### config.mk
export PLATFORM = sky130hd
export DESIGN_NAME = aes_ctr_front
export DESIGN_NICKNAME = d
export VERILOG_FILES = /design/src/aes_ctr_pkg.sv /design/src/aes_ctr_front.sv
export SDC_FILE = /design/constraint.sdc
export NUM_CORES = 1
export LEC_CHECK = 0
export ABC_AREA = 1
export BUFFER_PORTS_ARGS = -buffer_cell sky130_fd_sc_hd__buf_4
export CORE_ASPECT_RATIO = 1.75
export CORE_MARGIN = 1.5
export CORE_UTILIZATION = 44
export CTS_CLUSTER_DIAMETER = 100
export CTS_CLUSTER_SIZE = 12
export DETAILED_ROUTE_END_ITERATION = 12
export GPL_ROUTABILITY_DRIVEN = 1
export HOLD_SLACK_MARGIN = 0.08
export PLACE_DENSITY = 0.7
export SLEW_MARGIN = 10
export SYNTH_ARGS = -nofsm -noshare
export SYNTH_HDL_FRONTEND = slang
export SYNTH_SLANG_ARGS = --single-unit
### constraint.sdc
create_clock -name clk -period 2.33 [get_ports clk]
set_input_delay 0.233 -clock clk [delete_from_list [all_inputs] [get_ports clk]]
set_output_delay 0.233 -clock clk [all_outputs]
set_load 0.05 [all_outputs]
### src/aes_ctr_pkg.sv
// shared types, constants and round functions of the aes-128 ctr cipher
package aes_ctr_pkg;

	localparam int unsigned QDepth = 2;
	localparam int unsigned Rounds = 10;

	typedef logic [1:0] cfg_index_t;
	localparam cfg_index_t CfgKeyHi = 2'd0;
	localparam cfg_index_t CfgKeyLo = 2'd1;
	localparam cfg_index_t CfgIvHi  = 2'd2;
	localparam cfg_index_t CfgIvLo  = 2'd3;

	// one queued beat, classified by the front
	typedef struct packed {
		logic [7:0] data;
		logic       msg_start;
		logic       new_block;
		logic [3:0] pos;
	} entry_t;

	localparam logic [7:0] Sbox [256] = '{
		8'h63,8'h7c,8'h77,8'h7b,8'hf2,8'h6b,8'h6f,8'hc5,8'h30,8'h01,8'h67,8'h2b,8'hfe,8'hd7,8'hab,8'h76,
		8'hca,8'h82,8'hc9,8'h7d,8'hfa,8'h59,8'h47,8'hf0,8'had,8'hd4,8'ha2,8'haf,8'h9c,8'ha4,8'h72,8'hc0,
		8'hb7,8'hfd,8'h93,8'h26,8'h36,8'h3f,8'hf7,8'hcc,8'h34,8'ha5,8'he5,8'hf1,8'h71,8'hd8,8'h31,8'h15,
		8'h04,8'hc7,8'h23,8'hc3,8'h18,8'h96,8'h05,8'h9a,8'h07,8'h12,8'h80,8'he2,8'heb,8'h27,8'hb2,8'h75,
		8'h09,8'h83,8'h2c,8'h1a,8'h1b,8'h6e,8'h5a,8'ha0,8'h52,8'h3b,8'hd6,8'hb3,8'h29,8'he3,8'h2f,8'h84,
		8'h53,8'hd1,8'h00,8'hed,8'h20,8'hfc,8'hb1,8'h5b,8'h6a,8'hcb,8'hbe,8'h39,8'h4a,8'h4c,8'h58,8'hcf,
		8'hd0,8'hef,8'haa,8'hfb,8'h43,8'h4d,8'h33,8'h85,8'h45,8'hf9,8'h02,8'h7f,8'h50,8'h3c,8'h9f,8'ha8,
		8'h51,8'ha3,8'h40,8'h8f,8'h92,8'h9d,8'h38,8'hf5,8'hbc,8'hb6,8'hda,8'h21,8'h10,8'hff,8'hf3,8'hd2,
		8'hcd,8'h0c,8'h13,8'hec,8'h5f,8'h97,8'h44,8'h17,8'hc4,8'ha7,8'h7e,8'h3d,8'h64,8'h5d,8'h19,8'h73,
		8'h60,8'h81,8'h4f,8'hdc,8'h22,8'h2a,8'h90,8'h88,8'h46,8'hee,8'hb8,8'h14,8'hde,8'h5e,8'h0b,8'hdb,
		8'he0,8'h32,8'h3a,8'h0a,8'h49,8'h06,8'h24,8'h5c,8'hc2,8'hd3,8'hac,8'h62,8'h91,8'h95,8'he4,8'h79,
		8'he7,8'hc8,8'h37,8'h6d,8'h8d,8'hd5,8'h4e,8'ha9,8'h6c,8'h56,8'hf4,8'hea,8'h65,8'h7a,8'hae,8'h08,
		8'hba,8'h78,8'h25,8'h2e,8'h1c,8'ha6,8'hb4,8'hc6,8'he8,8'hdd,8'h74,8'h1f,8'h4b,8'hbd,8'h8b,8'h8a,
		8'h70,8'h3e,8'hb5,8'h66,8'h48,8'h03,8'hf6,8'h0e,8'h61,8'h35,8'h57,8'hb9,8'h86,8'hc1,8'h1d,8'h9e,
		8'he1,8'hf8,8'h98,8'h11,8'h69,8'hd9,8'h8e,8'h94,8'h9b,8'h1e,8'h87,8'he9,8'hce,8'h55,8'h28,8'hdf,
		8'h8c,8'ha1,8'h89,8'h0d,8'hbf,8'he6,8'h42,8'h68,8'h41,8'h99,8'h2d,8'h0f,8'hb0,8'h54,8'hbb,8'h16
	};

	function automatic logic [7:0] gf_double(input logic [7:0] x);
		gf_double = {x[6:0], 1'b0} ^ (x[7] ? 8'h1b : 8'h00);
	endfunction

	// byte k of the state sits at [127-8k -: 8], byte k = column k/4, row k%4
	function automatic logic [127:0] sub_shift(input logic [127:0] s);
		logic [127:0] t;
		t = '0;
		for (int c = 0; c < 4; c++) begin
			for (int r = 0; r < 4; r++) begin
				t[127 - 8 * (c * 4 + r) -: 8] = Sbox[s[127 - 8 * (((c + r) % 4) * 4 + r) -: 8]];
			end
		end
		sub_shift = t;
	endfunction

	function automatic logic [127:0] mix_cols(input logic [127:0] s);
		logic [127:0] t;
		logic [7:0]   a0, a1, a2, a3, all;
		t = '0;
		for (int c = 0; c < 4; c++) begin
			a0  = s[127 - 32 * c -: 8];
			a1  = s[119 - 32 * c -: 8];
			a2  = s[111 - 32 * c -: 8];
			a3  = s[103 - 32 * c -: 8];
			all = a0 ^ a1 ^ a2 ^ a3;
			t[127 - 32 * c -: 8] = a0 ^ all ^ gf_double(a0 ^ a1);
			t[119 - 32 * c -: 8] = a1 ^ all ^ gf_double(a1 ^ a2);
			t[111 - 32 * c -: 8] = a2 ^ all ^ gf_double(a2 ^ a3);
			t[103 - 32 * c -: 8] = a3 ^ all ^ gf_double(a3 ^ a0);
		end
		mix_cols = t;
	endfunction

	// next round key from the current one and its round constant
	function automatic logic [127:0] next_key(input logic [127:0] k, input logic [7:0] rc);
		logic [31:0] w3r, t, w0, w1, w2, w3;
		w3r = {k[23:0], k[31:24]};
		t = {Sbox[w3r[31:24]] ^ rc, Sbox[w3r[23:16]], Sbox[w3r[15:8]], Sbox[w3r[7:0]]};
		w0 = k[127:96] ^ t;
		w1 = k[95:64] ^ w0;
		w2 = k[63:32] ^ w1;
		w3 = k[31:0] ^ w2;
		next_key = {w0, w1, w2, w3};
	endfunction

endpackage

### src/aes_ctr_front.sv
// input side: byte position tracking and a two-beat queue
module aes_ctr_front (
	input  logic                 clk,
	input  logic                 arst_n,
	input  logic [7:0]           data_byte,
	input  logic                 msg_start,
	input  logic                 in_valid,
	output logic                 in_stall,
	output logic                 q_valid,
	output aes_ctr_pkg::entry_t  q_entry,
	input  logic                 q_pop
);

	aes_ctr_pkg::entry_t mem_q [aes_ctr_pkg::QDepth];
	logic       wr_ptr_q, rd_ptr_q;
	logic [1:0] count_q;
	logic [3:0] pos_q;
	logic [3:0] pos_now;
	logic       push;

	assign in_stall = (count_q == 2'(aes_ctr_pkg::QDepth));
	assign push     = in_valid && !in_stall;
	assign pos_now  = msg_start ? 4'd0 : pos_q;
	assign q_valid  = (count_q != 2'd0);
	assign q_entry  = mem_q[rd_ptr_q];

	always_ff @(posedge clk) begin
		if (push) begin
			mem_q[wr_ptr_q] <= '{data: data_byte, msg_start: msg_start,
				new_block: (pos_now == 4'd0), pos: pos_now};
		end
	end

	always_ff @(posedge clk or negedge arst_n) begin
		if (!arst_n) begin
			wr_ptr_q <= 1'b0;
			rd_ptr_q <= 1'b0;
			count_q  <= 2'd0;
			pos_q    <= 4'd0;
		end else begin
			if (push) begin
				wr_ptr_q <= !wr_ptr_q;
				pos_q    <= pos_now + 4'd1;
			end
			if (q_pop) begin
				rd_ptr_q <= !rd_ptr_q;
			end
			if (push && !q_pop) begin
				count_q <= count_q + 2'd1;
			end else if (!push && q_pop) begin
				count_q <= count_q - 2'd1;
			end
		end
	end

endmodule

==> flow_summary.toml, run 1 <==
[grt]
grt_overflow = 0
grt_pass1_wl_mm = 3.83
track_usage = 0.152
antenna_found_initial = 0
grt_max_degree = 16
grt_pass1_vias = 875

[routing]
drt-initial-drc-count = 16
detail-route-antenna-nets = 0
avgRoutedWirePerCell_um = 13.9
drt_pass1_iterations = 4
wirelength_mm = 2.61
viasPerCell = 4.77
drcViolationCount = 0
vias = 897

[worst_setup_path]
end_kind = "primary output"
r2r_end = "count_q[1]$_DFFE_PN0P_"
startpoint_type = "register"
worstSetupPathType = "register to primary output"
required_ps = 2100
crit_fanout = 15
r2r-start = "count_q[0]$_DFFE_PN0P_"
ff2ff_setup_slack_ps = 870
r2r_cells = 5
cp.arrival_ps = 1740

[timing]
drv_slew = 0
min_period_ps = 1970
max_clock_freq_ghz = 0.508
skew_ps = 5.57
worst_slew_pin_slew_ps = 772
fin_tns_setup_ps = 0
hold_ws_ps = 137
rsz0062_at_grt = "false"
hold_violations = 0
slew_headroom = 0.486
finalSetupViolCount = 0
period_share = 0.845

[power]
irDropWorstVdd_mv = 0.729
p_leak_nw = 0.839
p_per_area_nw_per_um2 = 1470
p_total_mw = 2.80

[clock_tree]
cts_buffers = 5
cts_tree = "done"
clk_pin_slew_worst_paths_ps = 70
cts_buffer_depth = 2
clock_latency_ps = 280
root_buffer = "clkbuf_8"
htree_levels = 2
cts_sinks = 36

[layout]
layout-drive-gt1-share = 0.399
nFillCells = 297
fin_nets = 158
antenna_cells = 0
syn_to_final_growth_pct = 23.9
fin_area_um2 = 1910

[placed_design]
port_buffers = 28
dpl.hpwl_mm = 1.90
placed_area_um2 = 1790
gp_congestion = 0.796

[floorplanning]
rows = 28
die-area_um2 = 3880
die_h_um = 81.3
initial_core_util = 0.458
core_region_area_um2 = 3360
chipWidth_um = 47.7
io_pins = 29

[yosys]
synth_top_cell_by_area = "edfxtp_1"
ys_seq_area_frac = 0.676
ys_warn_count = 0
netlist_area_um2 = 1540
synth_edf_count = 28
synth.area.top_cells = "edfxtp_1, dfrtp_1, mux2_4, mux2_2, inv_1"
synth-seq-cells = 36
yosysMostFrequentCell = "edfxtp_1"
syn_inst = 106
ys.flop_type = "edfxtp_1"
ys_types = 19
avgSynthCellArea_um2 = 14.5
syn_nets = 122
synth_top_area_share = 0.546
ys_async_sr_fraction = 0.222
synthTopCellsByCount = "edfxtp_1, inv_1, nand2_1"

[hold_path]
hold_path_depth = 1
min_to = "mem_q[1][13]$_DFFE_PP_"
hold_class = "input port to register"
hold_start = "data_byte[7]"

[run]
maxCapViolations = 0

[run_status]
status = "finished clean"
-- through the flow --
stage	setup WS (ps)	util	std cells
2_1_floorplan	709	-	106
3_3_place_gp	674	0.532	179
3_5_place_dp	632	0.532	179
4_1_cts	311	0.567	188
5_1_grt	285	0.567	188
6_report	361	0.567	188
-- final cells by class --
type | instances | area (µm²) | share of cell area
Clock buffer | 6 | 72.6 | 0.0380
Timing Repair Buffer | 31 | 235 | 0.123
Multi-Input combinational cell | 53 | 412 | 0.216
Tap cell | 45 | 56.3 | 0.0295
Clock inverter | 2 | 35.0 | 0.0184
Sequential cell | 36 | 1040 | 0.546
Inverter | 15 | 56.3 | 0.0295
-- cell families (layout without fill, tap and decap cells) --
group | count (synthesis) | in the layout | share of synthesized area
DFF | 36 | 36 | 0.676
and+or+nand+nor | 29 | 29 | 0.0812
buffers and inverters | 17 | 54 | 0.0569
muxes | 14 | 14 | 0.124
AOI/OAI and AO/OA | 4 | 4 | 0.0203
adders and majority gates | 3 | 3 | 0.0244
xor gates and xnor gates | 3 | 3 | 0.0171
-- placed cells by master, fill, tap and decap left out, drive strengths merged --
| cell type | synthesis | layout |
|---|---|---|
| buf | 2 | 30 |
| edfxtp | 28 | 28 |
| nand2 | 16 | 16 |
| inv | 15 | 15 |
| mux2 | 14 | 14 |
| nor2 | 9 | 9 |
| dfrtp | 8 | 8 |
| clkbuf | 0 | 6 |
| o21ai | 3 | 3 |
| ha | 3 | 3 |
| nand3 | 2 | 2 |
| xor2 | 2 | 2 |
| a21oi | 1 | 1 |
| xnor2 | 1 | 1 |
| or2 | 1 | 1 |
| nand3b | 1 | 1 |
| clkinv | 0 | 1 |
| bufinv | 0 | 1 |
| dlygate4sd3 | 0 | 1 |
-- critical path: stages, from the launching register on --
cell	delay, ps
dfrtp_1	850
mux2_2	410
buf_4	190
-- state kept, by name, indices dropped and copies added, names as in the netlist --
| register | flops |
|---|---|
| rd_ptr_q | 1 |
| wr_ptr_q | 1 |
| count_q | 2 |
| mem_q | 28 |
| pos_q | 4 |
-- routing by layer --
layer  vias to the layer above  share of wire  GRT usage
met1                       429           0.33      0.128
met3                        11          0.045     0.0422
met2                        31           0.58      0.265
met4                         0          0.051      0.122
li1                        426              -          -
met5                         -              0          0
-- timing repair --
action | in CTS | in global routing
setup buffers | 0 | 0
hold buffers | 1 | 0
gates resized for setup | 0 | 0
hold endpoints to repair | 8 | 0
-- worst max path at each step --
stage	from	endpoint	cells past startpoint
floorplan	count_q[0]$_DFFE_PN0P_	mem_q[1][0]$_DFFE_PP_	4
global placement	rd_ptr_q$_DFFE_PN0P_	q_entry[4]	2
detailed placement	rd_ptr_q$_DFFE_PN0P_	q_entry[3]	2
CTS	rd_ptr_q$_DFFE_PN0P_	q_entry[3]	2
global route	rd_ptr_q$_DFFE_PN0P_	q_entry[3]	2
finish	rd_ptr_q$_DFFE_PN0P_	q_entry[3]	2
-- report_power, final --
| group | switching, mW | internal (mW) |
|---|---|---|
| combinational | 0.782 | 0.452 |
| clock | 0.197 | 0.317 |
| sequential | 0.140 | 0.915 |
Power figures use the tool's default switching activity.
==> run 2, diff against run 1 <==
--- a/config.mk
+++ b/config.mk
@@ -15,7 +15,7 @@
 export DETAILED_ROUTE_END_ITERATION = 12
 export GPL_ROUTABILITY_DRIVEN = 1
 export HOLD_SLACK_MARGIN = 0.08
-export PLACE_DENSITY = 0.7
+export PLACE_DENSITY = 0.72
 export SLEW_MARGIN = 10
 export SYNTH_ARGS = -nofsm -noshare
 export SYNTH_HDL_FRONTEND = slang
==> constraint.sdc (replaced) <==
create_clock -name clk -period 1.8 [get_ports clk]
set_input_delay 0.18 -clock clk [delete_from_list [all_inputs] [get_ports clk]]
set_output_delay 0.18 -clock clk [all_outputs]
set_load 0.05 [all_outputs]
==> run 2 against run 1 <==
Compared with the run above:
- total power grew 25%
- sequential share of layout area shrank 1.5 points
- clock power is essentially flat
- cell count grew 4.3%
- setup slack lost 200 ps
- global-route usage grew 0.22 points
- hold slack lost 47 ps
- clock skew is essentially flat
- count of clock-buffer cells in the layout is the same
- core utilization grew 1.6 points
- first-iteration DRC count shrank 50%
- die area is the same
- critical endpoint is now q_entry[4]
- largest power group unchanged
- highest routed layer unchanged
==> flow_summary.toml, run 2 (synthesized netlist as in run 1, its figures left out) <==
[run_status]
status = "finished clean"

[worst_setup_path]
cpMaxStageDelayCell = "mux2_2"
crit_chain = "buf_4 -> mux2_2 -> buf_4"
cp.arrival_ps = 1460
crit_fanout = 14
end_kind = "primary output"
r2r_cells = 4
required_ps = 1620
startpoint_type = "register"
worstSetupPathType = "register to primary output"
max_stage_delay_ps = 370
crit_top_cell = "buf_4"

[grt]
busiest_layer = "met2"
grt_overflow = 0
met1_usage = 0.150
grt_max_degree = 15
use_met3 = 0.0333
use_met2 = 0.271
grt_pass1_wl_mm = 4.04
grt_pass1_vias = 902
track_usage = 0.154
antenna_found_initial = 0

[timing]
drv_slew = 0
slew_headroom = 0.795
max_clock_freq_ghz = 0.609
skew_ps = 5.58
min_period_ps = 1640
worst_slack_ps = 157
worst_slew_pin_slew_ps = 307
hold_ws_ps = 89.7
period_share = 0.913
rsz0062_at_grt = "false"
fin_tns_setup_ps = 0
hold_violations = 0
finalSetupViolCount = 0

[clock_tree]
postCtsHoldBufs = 7
postCtsSetupRepairBufs = 0
clk_pin_slew_worst_paths_ps = 70
cts_tree = "done"
cts_buffers = 5
cts_buffer_depth = 2
root_buffer = "clkbuf_8"
clock_latency_ps = 280
cts_sinks = 36
htree_levels = 2
ctsResizeCount = 0

[power]
irDropWorstVdd_mv = 1.04
p_clk_frac = 0.147
seqPwrFrac = 0.369
p_leak_nw = 0.865
p_per_area_nw_per_um2 = 1790
comb_power_share = 0.483
switching_share = 0.412
switchingPower_mw = 1.44
p_total_mw = 3.51
intPower_mw = 2.06

[routing]
detail-route-antenna-nets = 0
wirelength_mm = 2.61
drcViolationCount = 0
drt-initial-drc-count = 8
viasPerCell = 4.68
avgRoutedWirePerCell_um = 13.3
drt_pass1_iterations = 4
vias = 917

[floorplanning]
initial_core_util = 0.458
io_pins = 29
die_h_um = 81.3
die-area_um2 = 3880
core_region_area_um2 = 3360
rows = 28
chipWidth_um = 47.7

[layout]
fin_nets = 167
multiInputGateArea_um2 = 412
regMostFlops = "mem_q"
fin_area_um2 = 1960
largest_reg_flops = 28
mostFrequentLayoutCell = "buf_4"
reg.largest.list = "mem_q x28, pos_q x4, count_q x2"
antenna_cells = 0
seqCellArea_um2 = 1040
final_cell_mix = "buf_4, edfxtp_1, inv_1, nand2_1"
nFillCells = 302
syn_to_final_growth_pct = 27.5
final_cells = 196
layout-drive-gt1-share = 0.384
fin_util = 0.584

[placed_design]
dpl.hpwl_mm = 1.89
gp_congestion = 0.828
placed_area_um2 = 1810
dpl.cell_count = 181
port_buffers = 28
dp_slack_ps = 416

[run]
maxCapViolations = 0

[hold_path]
hold_class = "input port to register"
hold_path_depth = 1
-- run 2: cell types whose count changed in the layout (fill, tap and decap cells not counted) --
cell / delta
dlygate4sd3_1: +7
buf_4: +2
bufinv_16: -1
-- run 2: metal layers --
layer,wire length [µm],up-vias
li1,-,441
met1,909,448
met2,1570,22
met3,73,6
met4,60,0
met5,0,-
-- run 2: layout make-up --
class | count | share of cell area
clock buffer | 6 | 0.0370
timing repair buffer | 40 | 0.163
clock inverter | 1 | 0.00255
inverter | 15 | 0.0287
sequential | 36 | 0.530
multi-input combinational | 53 | 0.210
tap | 45 | 0.0287
-- run 2: path summary, 6_finish.rpt --
kind / slack (ps) / to / from
setup / recovery: 160 / q_entry[4] / rd_ptr_q$_DFFE_PN0P_
hold / removal: 90 / mem_q[1][10]$_DFFE_PP_ / data_byte[4]
setup reg to reg: 400 / count_q[1]$_DFFE_PN0P_ / count_q[1]$_DFFE_PN0P_
hold reg to reg: 460 / rd_ptr_q$_DFFE_PN0P_ / rd_ptr_q$_DFFE_PN0P_
max in group asynchronous: 1420 / pos_q[0]$_DFFE_PN0N_ / arst_n
min in group asynchronous: 250 / pos_q[2]$_DFFE_PN0N_ / arst_n
-- run 2: power groups by stage --
stage	logic [mW]	registers [mW]	clock network [mW]
2_1_floorplan	1.33	1.28	0
4_1_cts	1.71	1.29	0.531
6_report	1.70	1.29	0.517
3_5_place_dp	1.69	1.31	0
5_1_grt	1.81	1.32	0.558
3_3_place_gp	1.66	1.29	0
-- run 2: critical path, delay by kind of cell (launching register included) --
family                 cells  cell delay (ps)
buffers and inverters      2              450
flip-flops                 1              360
multiplexers               1              370
==> run 3, diff against run 2 <==
--- a/config.mk
+++ b/config.mk
@@ -9,13 +9,14 @@
 export BUFFER_PORTS_ARGS = -buffer_cell sky130_fd_sc_hd__buf_4
 export CORE_ASPECT_RATIO = 1.75
 export CORE_MARGIN = 1.5
-export CORE_UTILIZATION = 44
+export CORE_UTILIZATION = 25
 export CTS_CLUSTER_DIAMETER = 100
 export CTS_CLUSTER_SIZE = 12
 export DETAILED_ROUTE_END_ITERATION = 12
 export GPL_ROUTABILITY_DRIVEN = 1
 export HOLD_SLACK_MARGIN = 0.08
-export PLACE_DENSITY = 0.72
+export PLACE_DENSITY = 0.48
+export RECOVER_POWER = 50
 export SLEW_MARGIN = 10
 export SYNTH_ARGS = -nofsm -noshare
 export SYNTH_HDL_FRONTEND = slang
==> run 3 against run 2 <==
Compared with the run above:
- sequential cell count unchanged
- global-route usage is 6.7 points lower
- final area up 3.1%
- wire length rose by 2.1%
- critical path type unchanged
- largest power group unchanged
==> flow_summary.toml, run 3 (synthesized netlist as in run 1, its figures left out) <==
[clock_tree]
cts_sinks = 36
clk_pin_slew_worst_paths_ps = 70
cts_buffers = 5
ctsResizeCount = 0
postCtsSetupRepairBufs = 0
root_buffer = "clkbuf_8"
cts_tree = "done"
clock_latency_ps = 280
cts_buffer_depth = 2
htree_levels = 2

[routing]
vias = 931
avgRoutedWirePerCell_um = 11.5
drcViolationCount = 0
detail-route-antenna-nets = 0
drt-initial-drc-count = 39
wirelength_mm = 2.67
viasPerCell = 4.03
drt_pass1_iterations = 4

[timing]
hold_violations = 0
worst_slew_pin_slew_ps = 584
skew_ps = 7.79
min_period_ps = 1670
slew_headroom = 0.612
max_clock_freq_ghz = 0.598
drv_slew = 0
worst_slack_ps = 127
fin_tns_setup_ps = 0
rsz0062_at_grt = "false"
period_share = 0.930
finalSetupViolCount = 0

[grt]
grt_pass1_vias = 970
grt_overflow = 0
track_usage = 0.0866
grt_pass1_wl_mm = 4.36
grt_max_degree = 15
antenna_found_initial = 0

[placed_design]
dp_slack_ps = 344
port_buffers = 28
dpl.hpwl_mm = 1.87
gp_congestion = 0.734

[layout]
regMostFlops = "mem_q"
reg.largest.list = "mem_q x28, pos_q x4, count_q x2"
final_cell_mix = "edfxtp_1, buf_4, inv_1, nand2_1, dlygate4sd3_1"
syn_to_final_growth_pct = 31.4
antenna_cells = 0
nFillCells = 625
layout-drive-gt1-share = 0.327
mostFrequentLayoutCell = "edfxtp_1"
fin_nets = 168
largest_reg_flops = 28

[floorplanning]
initial_core_util = 0.260
core_region_area_um2 = 5930
chipWidth_um = 62.3
io_pins = 29
rows = 37
die-area_um2 = 6660
die_h_um = 107

[worst_setup_path]
end_kind = "primary output"
crit_top_cell = "buf_4"
crit_fanout = 14
startpoint_type = "register"
cp.arrival_ps = 1490
crit_chain = "buf_4 -> mux2_2 -> buf_4"
worstSetupPathType = "register to primary output"
crit_buf_inv = 2
cpMaxStageDelayCell = "dfrtp_1"
max_stage_delay_ps = 370
crit_family = "buffers and inverters"
required_ps = 1620

[power]
irDropWorstVdd_mv = 0.866
p_per_area_nw_per_um2 = 1800
p_leak_nw = 0.859

[hold_path]
hold_class = "input port to register"

[run_status]
status = "finished clean"

[run]
maxCapViolations = 0
==> run 3: worst paths after layout <==
kind	to	cells past startpoint	start	slack, ps
hold reg to reg	rd_ptr_q$_DFFE_PN0P_	1	rd_ptr_q$_DFFE_PN0P_	480
setup / recovery	q_entry[4]	3	rd_ptr_q$_DFFE_PN0P_	130
hold / removal	mem_q[0][5]$_DFFE_PP_	1	msg_start	230
min in group asynchronous	rd_ptr_q$_DFFE_PN0P_	2	arst_n	330
max in group asynchronous	pos_q[3]$_DFFE_PN0N_	2	arst_n	1170
setup reg to reg	mem_q[1][12]$_DFFE_PP_	5	count_q[0]$_DFFE_PN0P_	300
==> run 3: through the flow <==
stage	util	hold slack (ps)	instances	power (mW)	area, µm²
floorplan	-	-116	106	2.61	1540
global placement	0.310	4.02	213	2.97	1840
detailed placement	0.310	3.48	213	3.01	1840
CTS	0.343	80.9	229	3.72	2030
global route	0.341	239	231	3.84	2020
finish	0.341	234	231	3.65	2020
==> run 3: routing by layer <==
metal	part of all wire	global-route usage	wire [µm]	vias to the layer above
li1	-	-	-	446
met1	0.39	0.0881	1040	444
met2	0.54	0.158	1440	33
met3	0.052	0.0262	139	8
met4	0.018	0.0444	47	0
met5	0	0	0	-
==> run 3: layout make-up <==
type                            instances  area (µm²)  share of cell area
Timing Repair Buffer                   41         310               0.153
Inverter                               15        56.3              0.0278
Sequential cell                        36        1040               0.515
Clock inverter                          3        42.5              0.0210
Clock buffer                            5        68.8              0.0340
Multi-Input combinational cell         53         407               0.201
Tap cell                               78        97.6              0.0482
==> run 3: where the power goes <==
part           total, mW  switching, mW  internal, mW
logic               1.67           1.09         0.585
clock network      0.692          0.282         0.409
registers           1.28         0.0982          1.18
==> run 3: repair_timing <==
item,in CTS,in global routing
hold buffers,8,2
endpoints found under the hold margin,21,4
endpoints found under the setup margin,0,0
